[src/rtl/sle_pkg.sv]
`default_nettype none
package sle_pkg;

	typedef enum logic [2:0] {
		OP_INS_FRONT = 3'd0,
		OP_INS_BACK  = 3'd1,
		OP_RM_LAST   = 3'd2,
		OP_RM_FIRST  = 3'd3,
		OP_RM_VALUE  = 3'd4,
		OP_RM_POS    = 3'd5,
		OP_REPLACE   = 3'd6,
		OP_COUNT     = 3'd7
	} op_t;

	localparam logic [1:0] ST_OK   = 2'd0;
	localparam logic [1:0] ST_MISS = 2'd1;
	localparam logic [1:0] ST_FULL = 2'd2;

	localparam logic [31:0] ERR_RESULT = 32'hFFFF_FFFF;

endpackage
`default_nettype wire

[src/rtl/searchable_list_engine.sv]
`default_nettype none
// Searchable list engine: an ordered list of signed 32-bit words, up to DEPTH
// entries, kept packed in one synchronous RAM with position 1 at address 0.
// The input channel (in_valid/in_ready) carries one command word: kind, value,
// old_value and position. The output channel (out_valid/out_ready) returns one
// word per command: result and status.
// One command is worked on at a time. in_ready is high in the idle state while
// the output register is empty or being drained in the same cycle, so a new
// command enters at the earliest in the cycle the previous word is taken.
// Insert at back, insert at front into an empty list, a refused insert and
// every removal that misses present their word in the cycle after acceptance.
// Other commands sweep the RAM with one read per cycle, the write-back of each
// word in the cycle after its read, and then present their word. The sweep
// reads the whole list for insert at front, remove by value and count, up to
// one word past the hit for replace (the whole list on a miss), and from the
// removed slot to the end for removals.
// Reset clears the length and the control state; the RAM is not cleared since
// only entries below the length are ever read. A stalled receiver holds the
// word in the output register and no new command is accepted until it is taken.
module searchable_list_engine
	import sle_pkg::*;
#(
	parameter int DEPTH = 64
) (
	input  wire logic        clk,
	input  wire logic        arst_n,
	input  wire logic        in_valid,
	output logic             in_ready,
	input  wire logic [2:0]  kind,
	input  wire logic [31:0] value,
	input  wire logic [31:0] old_value,
	input  wire logic [6:0]  position,
	output logic             out_valid,
	input  wire logic        out_ready,
	output logic [31:0]      result,
	output logic [1:0]       status
);

	localparam int AW = (DEPTH > 1) ? $clog2(DEPTH) : 1;
	localparam int LW = $clog2(DEPTH + 1);
	localparam int PW = (LW > 7) ? LW : 7;

	typedef enum logic [1:0] {S_IDLE, S_RUN, S_DONE} state_t;

	state_t          state_q, state_d;
	op_t             op_q, op_d;
	logic [31:0]     val_q, val_d;
	logic [31:0]     old_q, old_d;
	logic [31:0]     carry_q, carry_d;     // word taken out by a removal
	logic [LW-1:0]   len_q, len_d;
	logic [LW-1:0]   rd_q, rd_d;           // next read index
	logic [LW-1:0]   wr_q, wr_d;           // compaction write index
	logic [LW-1:0]   left_q, left_d;       // reads still to issue
	logic [LW-1:0]   pidx_q, pidx_d;       // index of the word in rdata
	logic [LW-1:0]   cnt_q, cnt_d;
	logic            pend_q, pend_d;       // rdata holds a word of the sweep
	logic            first_q, first_d;     // next word read is the first one
	logic            hit_q, hit_d;
	logic            out_valid_d;
	logic [31:0]     result_d;
	logic [1:0]      status_d;

	logic            we;
	logic [AW-1:0]   waddr, raddr;
	logic [31:0]     wdata, rdata;

	logic [PW-1:0]   pos_w, len_w;
	logic [LW-1:0]   start_idx, pidx_inc;
	logic            in_fire, issue;

	assign pos_w    = PW'(position);
	assign len_w    = PW'(len_q);
	assign pidx_inc = pidx_q + LW'(1);
	assign in_ready = (state_q == S_IDLE) && (!out_valid || out_ready);
	assign in_fire  = in_valid && in_ready;
	assign issue    = (state_q == S_RUN) && (left_q != '0);
	assign raddr    = rd_q[AW-1:0];

	sle_ram #(.DEPTH(DEPTH), .AW(AW)) u_ram (
		.clk(clk), .we(we), .waddr(waddr), .wdata(wdata),
		.raddr(raddr), .rdata(rdata)
	);

	// First slot a removal reads: the word that leaves the list.
	always_comb begin
		unique case (op_t'(kind))
			OP_RM_LAST: start_idx = len_q - LW'(1);
			OP_RM_POS:  start_idx = LW'(pos_w - PW'(1));
			default:    start_idx = '0;
		endcase
	end

	always_comb begin
		state_d     = state_q;
		op_d        = op_q;
		val_d       = val_q;
		old_d       = old_q;
		carry_d     = carry_q;
		len_d       = len_q;
		rd_d        = rd_q;
		wr_d        = wr_q;
		left_d      = left_q;
		pidx_d      = pidx_q;
		cnt_d       = cnt_q;
		pend_d      = pend_q;
		first_d     = first_q;
		hit_d       = hit_q;
		out_valid_d = out_valid && !out_ready;
		result_d    = result;
		status_d    = status;
		we          = 1'b0;
		waddr       = '0;
		wdata       = '0;
		unique case (state_q)
			S_IDLE: begin
				if (in_fire) begin
					op_d    = op_t'(kind);
					val_d   = value;
					old_d   = old_value;
					cnt_d   = '0;
					pend_d  = 1'b0;
					first_d = 1'b1;
					hit_d   = 1'b0;
					unique case (op_t'(kind))
						OP_INS_FRONT, OP_INS_BACK: begin
							if (len_q >= LW'(DEPTH)) begin
								result_d    = ERR_RESULT;
								status_d    = ST_FULL;
								out_valid_d = 1'b1;
							end else if (op_t'(kind) == OP_INS_BACK || len_q == '0) begin
								// Appending, or the list is empty: no shift needed.
								we          = 1'b1;
								waddr       = len_q[AW-1:0];
								wdata       = value;
								len_d       = len_q + LW'(1);
								result_d    = '0;
								status_d    = ST_OK;
								out_valid_d = 1'b1;
							end else begin
								// Shift every word up by one, starting at the back.
								rd_d    = len_q - LW'(1);
								left_d  = len_q;
								state_d = S_RUN;
							end
						end
						OP_RM_LAST, OP_RM_FIRST, OP_RM_POS: begin
							if (len_q == '0 || (op_t'(kind) == OP_RM_POS &&
							    (pos_w == '0 || pos_w > len_w))) begin
								result_d    = ERR_RESULT;
								status_d    = ST_MISS;
								out_valid_d = 1'b1;
							end else begin
								rd_d    = start_idx;
								wr_d    = start_idx;
								left_d  = len_q - start_idx;
								state_d = S_RUN;
							end
						end
						default: begin
							rd_d    = '0;
							wr_d    = '0;
							left_d  = len_q;
							state_d = S_RUN;
						end
					endcase
				end
			end
			S_RUN: begin
				// Issue the next read while the previous word is consumed.
				pend_d = issue;
				pidx_d = rd_q;
				if (issue) begin
					left_d = left_q - LW'(1);
					rd_d   = (op_q == OP_INS_FRONT) ? rd_q - LW'(1) : rd_q + LW'(1);
				end
				if (pend_q) begin
					first_d = 1'b0;
					unique case (op_q)
						OP_INS_FRONT: begin
							we    = 1'b1;
							waddr = pidx_inc[AW-1:0];
							wdata = rdata;
						end
						OP_RM_LAST, OP_RM_FIRST, OP_RM_POS: begin
							if (first_q) begin
								carry_d = rdata;
							end else begin
								we    = 1'b1;
								waddr = wr_q[AW-1:0];
								wdata = rdata;
								wr_d  = wr_q + LW'(1);
							end
						end
						OP_RM_VALUE: begin
							if (rdata == val_q) begin
								cnt_d = cnt_q + LW'(1);
							end else begin
								we    = 1'b1;
								waddr = wr_q[AW-1:0];
								wdata = rdata;
								wr_d  = wr_q + LW'(1);
							end
						end
						OP_REPLACE: begin
							// Only the first match is replaced; later reads are ignored.
							if (!hit_q && rdata == old_q) begin
								we     = 1'b1;
								waddr  = pidx_q[AW-1:0];
								wdata  = val_q;
								hit_d  = 1'b1;
								left_d = '0;
							end
						end
						default: begin
							if (rdata == val_q) begin
								cnt_d = cnt_q + LW'(1);
							end
						end
					endcase
				end
				if (!issue) begin
					state_d = S_DONE;
				end
			end
			S_DONE: begin
				out_valid_d = 1'b1;
				status_d    = ST_OK;
				state_d     = S_IDLE;
				unique case (op_q)
					OP_INS_FRONT: begin
						// The shift has cleared slot 0 for the new word.
						we       = 1'b1;
						waddr    = '0;
						wdata    = val_q;
						len_d    = len_q + LW'(1);
						result_d = '0;
					end
					OP_RM_LAST, OP_RM_FIRST, OP_RM_POS: begin
						len_d    = len_q - LW'(1);
						result_d = carry_q;
					end
					OP_RM_VALUE: begin
						len_d    = len_q - cnt_q;
						result_d = 32'(cnt_q);
					end
					OP_REPLACE: begin
						result_d = hit_q ? 32'd0 : ERR_RESULT;
						status_d = hit_q ? ST_OK : ST_MISS;
					end
					default: result_d = 32'(cnt_q);
				endcase
			end
			default: state_d = S_IDLE;
		endcase
	end

	always_ff @(posedge clk or negedge arst_n) begin
		if (!arst_n) begin
			state_q   <= S_IDLE;
			op_q      <= OP_INS_FRONT;
			val_q     <= '0;
			old_q     <= '0;
			carry_q   <= '0;
			len_q     <= '0;
			rd_q      <= '0;
			wr_q      <= '0;
			left_q    <= '0;
			pidx_q    <= '0;
			cnt_q     <= '0;
			pend_q    <= 1'b0;
			first_q   <= 1'b0;
			hit_q     <= 1'b0;
			out_valid <= 1'b0;
			result    <= '0;
			status    <= ST_OK;
		end else begin
			state_q   <= state_d;
			op_q      <= op_d;
			val_q     <= val_d;
			old_q     <= old_d;
			carry_q   <= carry_d;
			len_q     <= len_d;
			rd_q      <= rd_d;
			wr_q      <= wr_d;
			left_q    <= left_d;
			pidx_q    <= pidx_d;
			cnt_q     <= cnt_d;
			pend_q    <= pend_d;
			first_q   <= first_d;
			hit_q     <= hit_d;
			out_valid <= out_valid_d;
			result    <= result_d;
			status    <= status_d;
		end
	end

	a_len_bound: assert property (@(posedge clk) disable iff (!arst_n)
		len_q <= LW'(DEPTH)) else $error("length beyond depth");
	a_ready_idle: assert property (@(posedge clk) disable iff (!arst_n)
		in_ready |-> state_q == S_IDLE) else $error("ready while busy");
	a_out_hold: assert property (@(posedge clk) disable iff (!arst_n)
		out_valid && !out_ready |=> out_valid) else $error("result dropped");
	a_out_stable: assert property (@(posedge clk) disable iff (!arst_n)
		out_valid && !out_ready |=> $stable(result) && $stable(status))
		else $error("result changed while waiting");

endmodule
`default_nettype wire

[src/rtl/sle_ram.sv]
`default_nettype none
module sle_ram #(
	parameter int DEPTH = 64,
	parameter int AW    = 6
) (
	input  wire logic          clk,
	input  wire logic          we,
	input  wire logic [AW-1:0] waddr,
	input  wire logic [31:0]   wdata,
	input  wire logic [AW-1:0] raddr,
	output logic      [31:0]   rdata
);

	logic [31:0] mem [DEPTH];

	always_ff @(posedge clk) begin
		if (we) begin
			mem[waddr] <= wdata;
		end
		rdata <= mem[raddr];
	end

endmodule
`default_nettype wire
[config.mk]
export PLATFORM = sky130hd
export DESIGN_NAME = searchable_list_engine
export DESIGN_NICKNAME = d
export VERILOG_FILES = /design/src/rtl/sle_pkg.sv /design/src/rtl/searchable_list_engine.sv /design/src/rtl/sle_ram.sv
export SDC_FILE = /design/constraint.sdc
export NUM_CORES = 2
export LEC_CHECK = 0
export ABC_AREA = 1
export BUFFER_PORTS_ARGS = -buffer_cell sky130_fd_sc_hd__buf_4
export CAP_MARGIN = 20
export CORE_MARGIN = 3
export CORE_UTILIZATION = 57
export CTS_CLUSTER_SIZE = 40
export DETAILED_ROUTE_END_ITERATION = 7
export PLACE_DENSITY_LB_ADDON = 0.12
export SYNTH_ARGS = -nofsm -noshare
export SYNTH_HDL_FRONTEND = slang
export SYNTH_SLANG_ARGS = --single-unit
[constraint.sdc]
create_clock -name clk -period 3.9 [get_ports clk]
set_clock_uncertainty 0.2 [all_clocks]
set_input_delay 0.585 -clock clk [delete_from_list [all_inputs] [get_ports clk]]
set_output_delay 0.585 -clock clk [all_outputs]
set_load 0.005 [all_outputs]
Word-level counts from Yosys, hierarchy flattened
Memory sizes are Yosys's and may differ from the RTL's. A register that Yosys moved wholly into a read port is not among the register bits.
Cells that the tools add are included.
W data, S select, Z words.
{"block": "word_totals", "regBits": 180, "ram_bits": 2048, "inputBits": 78, "out_inout_bits": 36, "word_cells": 212, "n_memories": 1}
{"block": "classes", "n_addsub": 11, "magnitude_cmp": 2, "eq_ne": 35, "muxes": 109, "reduce_logical": 37}
{"name": "u_ram.mem", "depth": 64, "word_bits": 32, "read_ports": 1, "rd_ports_with_merged_regs": 1, "wr": 1, "line": "sle_ram.sv:14", "text": "logic [31:0] mem [DEPTH];"}
{"operator": "$mux W32", "n": 14}
{"operator": "$pmux W32 S3", "n": 2}
{"operator": "$mux W7", "n": 26}
{"operator": "$pmux W7 S2", "n": 10}
{"operator": "$pmux W32 S2", "n": 2}
{"operator": "$pmux W32 S4", "n": 1}
{"operator": "$eq A32 B32 Y1", "n": 2}
{"operator": "$mux W6", "n": 8}
{"operator": "$add A7 B1 Y7 const B", "n": 4}
{"operator": "$sub A7 B1 Y7 const B", "n": 4}
{"operator": "$reduce_and A5 Y1", "n": 5}
{"operator": "$pmux W6 S4", "n": 1}
{"operator": "$mux W1", "n": 23}
{"operator": "$pmux W7 S3", "n": 1}
{"operator": "$mux W2", "n": 9}
{"operator": "$ne A3 B3 Y1 const B", "n": 6}
{"operator": "$pmux W2 S2", "n": 4}
{"operator": "$logic_not A7 Y1", "n": 2}
{"operator": "$ne A2 B2 Y1 const B", "n": 7}
{"operator": "$sub A7 B7 Y7", "n": 2}
{"operator": "$eq A3 B2 Y1 const B", "n": 4}
{"operator": "$eq A3 B3 Y1 const B", "n": 4}
{"operator": "$pmux W6 S2", "n": 1}
{"operator": "$reduce_and A6 Y1", "n": 2}
{"operator": "27 further kinds", "n": 50}

Logic depth before layout (Yosys ltp)
{"block": "logic_depth", "depth_word": 9, "depth_mapped": 20, "ltp_nobuf": 20}

By module
Synthesis repeated with hierarchy kept, for this count alone.
{"block": "unflattened", "hier_cells": 8612, "area_unflattened_um2": 95292.6}
{"module": "sle_ram", "n_inst": 1, "cells_each": 6785, "area_per_inst_um2": 82785.6}
{"module": "searchable_list_engine", "n_inst": 1, "cells_each": 1827, "area_per_inst_um2": 12507.0}

Least setup slack after synthesis
OpenSTA, ideal clock, no wires.
{"block": "synth_path", "path_kind": "reg-to-reg", "start": "reg len_q[1]", "end": "mem u_ram.mem[0][0], data pin", "arrival_ns": 3.554, "required_ns": 3.133, "slack_ns": -0.421, "stages_incl_launch_ff": 10, "path_buffers": 1, "period_less_slack_ns": 4.321, "cell_sequence": "dfrtp_1 -> inv_1 -> ha_1 -> nand4_1 -> nor2_1 -> inv_1 -> o21ai_2 -> nand3_1 -> clkbuf_1 -> o221ai_1"}
{"block": "synth_between", "elab_chain_cells": 7, "elab_cells_between_ends": 8}
{"item": "start, declared", "line": "searchable_list_engine.sv:50", "text": "logic [LW-1:0] len_q, len_d;"}
{"item": "start signal, assigned", "line": "searchable_list_engine.sv:282", "text": "len_q <= len_d;"}
{"item": "parallel branches: the longest is 3 deep, another holds $ge A7 B7 Y1"}
{"item": "$mux W32 *", "line": "searchable_list_engine.sv:126", "text": "if (len_q >= LW'(DEPTH)) begin"}
{"item": "$mux W32 *", "line": "searchable_list_engine.sv:124", "text": "unique case (op_t'(kind))"}
{"item": "$mux W32 *", "line": "searchable_list_engine.sv:116", "text": "if (in_fire) begin"}
{"item": "$pmux W32 S3 *", "line": "searchable_list_engine.sv:114", "text": "unique case (state_q)"}
{"item": "net u_ram.wdata[0]", "line": "sle_ram.sv:9", "text": "input wire logic [31:0] wdata,"}
{"item": "end, declared", "line": "sle_ram.sv:14"}
Mark *: on every way through the listed nets, which the timed path passes.

Worst setup path after layout
{"block": "layout_path", "start": "reg len_q[4]", "end": "reg out_valid"}
{"block": "layout_between", "elab_chain_cells": 8, "elab_cells_between_ends": 13}
{"item": "$gt A7 B7 Y1", "line": "searchable_list_engine.sv:148", "text": "(pos_w == '0 || pos_w > len_w))) begin"}
{"item": "$logic_or A1 B1 Y1", "line": "searchable_list_engine.sv:148"}
{"item": "$logic_and A1 B1 Y1", "line": "searchable_list_engine.sv:147", "text": "if (len_q == '0 || (op_t'(kind) == OP_RM_POS &&"}
{"item": "$logic_or A1 B1 Y1", "line": "searchable_list_engine.sv:147"}
{"item": "$mux W1", "line": "searchable_list_engine.sv:147"}
{"item": "$pmux W1 S2 *", "line": "searchable_list_engine.sv:124"}
{"item": "$mux W1 *", "line": "searchable_list_engine.sv:116"}
{"item": "$pmux W1 S2 *", "line": "searchable_list_engine.sv:114"}
{"item": "net out_valid_d", "line": "searchable_list_engine.sv:59", "text": "logic out_valid_d;"}
{"item": "end signal, assigned", "line": "searchable_list_engine.sv:291", "text": "out_valid <= out_valid_d;"}
{"item": "end, declared", "line": "searchable_list_engine.sv:33", "text": "output logic out_valid,"}
The timed path passes the listed nets; every way through them passes the cells marked *.
A chain may end at the register's enable or synchronous reset.

==> metrics.txt <==
post-synth top area share about two thirds; Syn Inst Count roughly 7500; Post-Syn Nets 7603; die area roughly 170000 um^2; CTS tree done; fin area roughly 110000 um^2; Avg Synthesized Cell Area ~12 um^2; HPWL Detailed 168000 um; Routed Antenna Nets 0; number of synthesized register bits about 2300; Most used DFF post-synth edfxtp_1; final worst slack roughly 160 ps; Peak VDD IR between 0.6 and 0.7 mV; setup repair bufs after CTS 0; Reg clk slew, reported paths about 60 ps; Comb power frac approximately two fifths; chip width 407 um; DRC violation count after routing 0; status finished clean; minimum clock period ~3700 ps; CP arrival around 4300 ps; htree depth 4; Area Growth Syn to Fin 17.0%; Sink Count between 2000 and 2500; DRT Wirelength between 200000 and 300000 um; ranking of synthesized cells by area edfxtp_1, o21ai_0, nor2_1; measured slew at the worst slew-check pin approximately 890 ps; GPL Wtd Cong 0.954; worst-path maximum fanout 7; synthesized area around 90000 um^2; Rows about 150; CTS root buf clkbuf_16; layout cells sized above 1 between 10% and 20%; Ports 114; Clk pwr share around a quarter; drt pass-1 iters 8; nets between 7000 and 8000; cell taking the most area after synthesis edfxtp_1; Overall Global Routing Usage roughly a third; core area about 160000 um^2; Int Pwr 0.0523 W; net switching power 0.0347 W; Worst setup EP type flip-flop; Clock Tree Buf Depth 3; CTS Buf Count 220; Max transition margin just over 40%; Vias between 60000 and 70000; DIE HEIGHT roughly 410 um; fmax 267 MHz; Crit Path Class flip-flop to flip-flop; Worst Hold Class input pin to async pin; Synthesis Warnings 0; IO buf count roughly 110; DRT iter0 DRCs 9672; max-cap viol count 0; Vias/cell roughly 6.4; Setup-failing EPs final 0; first-pass GRT wire length 408000 um; final max-slew violation count 0; pwr/cell area 814 nW/um^2; synth cell count leaders edfxtp_1, nor2_1, o21ai_0, o22ai_1, nand2_1; Leak between 30 and 40 nW; Final Hold Violating Endpoints 0; Worst-Skew Late Latency a little over 900 ps; placed inst area about 99000 um^2; Synth cell types 53; pre-CTS WS 378 ps; vias in the first global route 61402; wire per inst 27.8 um; EDFF count, synth roughly 2000; Setup crit start kind flip-flop; fin util between 60% and 70%; initial antenna violation count 9; Seq/Total Area, Yosys just over 70%; Seq pwr share between 30% and 40%; fin crit share 95.9%; largest net degree at the start of global routing 122; GR Overflow Total 0; Initial Utilization between 50% and 60%; share of synthesized registers carrying an async set or reset a little under 8%; Crit path required time 4460 ps; switching share of power 39.9%; top-count cell post-synth edfxtp_1
==> flip-flops by register name, indices dropped and copies added (netlist names), 6 cells and up <==
register / count
len_q: 7
carry_q: 32
rd_q: 6
u_ram.mem: 2048
result: 32
u_ram.rdata: 32
wr_q: 6
left_q: 7
val_q: 32
pidx_q: 6
cnt_q: 7
old_q: 32
==> through the flow <==
step,total power [W],setup TNS [ps],hold slack (ps),std cells
CTS,0.0864,0,133,10079
global route,0.0906,-21.7,184,10080
floorplan,0.0501,-844830,89.4,7491
global placement,0.0656,0,266,9598
finish,0.0871,0,140,10083
detailed placement,0.0660,0,274,9599
==> what timing repair did <==
item	CTS	global route
hold buffers	76	0
setup endpoints to repair	0	1
gates resized for setup	0	2
endpoints found under the hold margin	159	0
==> routing by layer <==
layer	vias up	part of all wire (%)	GRT usage [%]
li1	28189	-	-
met1	31951	38	47.0
met2	4023	45	51.0
met3	587	12	7.61
met4	4	4.8	15.3
met5	-	0.0075	0.0297
==> placed cells by master (no fill, tap or decap), types with 10 or more instances in the layout <==
cell type,Yosys,routed
o21ai_0,1475,1475
a21oi_1,77,77
dlygate4sd3_1,0,76
nor2_1,1506,1440
clkbuf_16,0,220
edfxtp_1,2048,2048
buf_4,14,373
o211ai_1,11,11
clkinv_1,2,50
dfrtp_1,178,172
dfxtp_1,32,32
inv_1,158,153
xor2_1,23,23
nand4_1,13,13
clkbuf_1,369,56
nor2_2,8,10
o32ai_1,27,27
bufinv_16,0,10
clkinv_2,0,47
o221ai_1,43,11
nand3_1,40,37
o21ai_1,14,14
xnor2_1,36,36
buf_12,0,169
nor2_4,3,67
o22ai_1,667,667
inv_2,24,23
ha_1,31,31
nand2_1,492,492
clkinv_16,0,14
o221ai_4,0,32
==> power groups by stage <==
stage          sequential, W  clock [W]  combinational, W
2_1_floorplan         0.0324          0            0.0178
3_3_place_gp          0.0324          0            0.0332
3_5_place_dp          0.0324          0            0.0336
4_1_cts               0.0319     0.0206            0.0339
5_1_grt               0.0321     0.0216            0.0369
6_report              0.0320     0.0205            0.0347
==> kinds of logic (layout without fill, tap and decap cells) <==
family          Yosys count  count (layout)  synth area share, %
flops                  2258            2258                 72.8
simple gates           2107            2107                 8.95
xor+xnor                 59              59                0.565
other cells               0               4                    0
buf+inv                 691            1207                 3.05
compound gates         2342            2342                 14.1
fa+ha+maj                34              34                0.490
==> area by class of cell <==
type | instances | area (um^2)
diodes | 4 | 10.0
clock buffers | 279 | 5760
clock inverters | 125 | 1200
fillers | 11345 | 51900
inverters | 184 | 718
multi-input cells | 4542 | 23200
flip-flops and latches | 2258 | 66600
well taps | 2072 | 2590
repair buffers | 619 | 6960
==> critical path, stage by stage, from the launching register on <==
cell,delay (ps)
dfrtp_1,380
buf_4,160
inv_1,320
ha_1,330
a21oi_1,150
o21ai_0,90
a21oi_1,130
o22ai_1,110
nand2_1,80
nand2_1,60
nand3_1,170
nand3_1,150
o211ai_1,110
dlygate4sd3_1,570
nand3_1,60
dlygate4sd3_1,540
==> final timing paths <==
kind | endpoint | start | slack, ps | depth (start not counted)
min in group clk | wr_q[3]$_DFFE_PN0P_ | position[3] | 230 | 6
max reg2reg | out_valid$_DFF_PN0_ | len_q[4]$_DFFE_PN0P_ | 160 | 15
max | out_valid$_DFF_PN0_ | len_q[4]$_DFFE_PN0P_ | 160 | 15
max in group asynchronous | rd_q[2]$_DFFE_PN0P_ | arst_n | 2520 | 3
min reg2reg | result[8]$_DFFE_PN0P_ | result[8]$_DFFE_PN0P_ | 290 | 2
min | left_q[4]$_DFFE_PN0P_ | arst_n | 140 | 2
(Power assumes the default switching activity.)
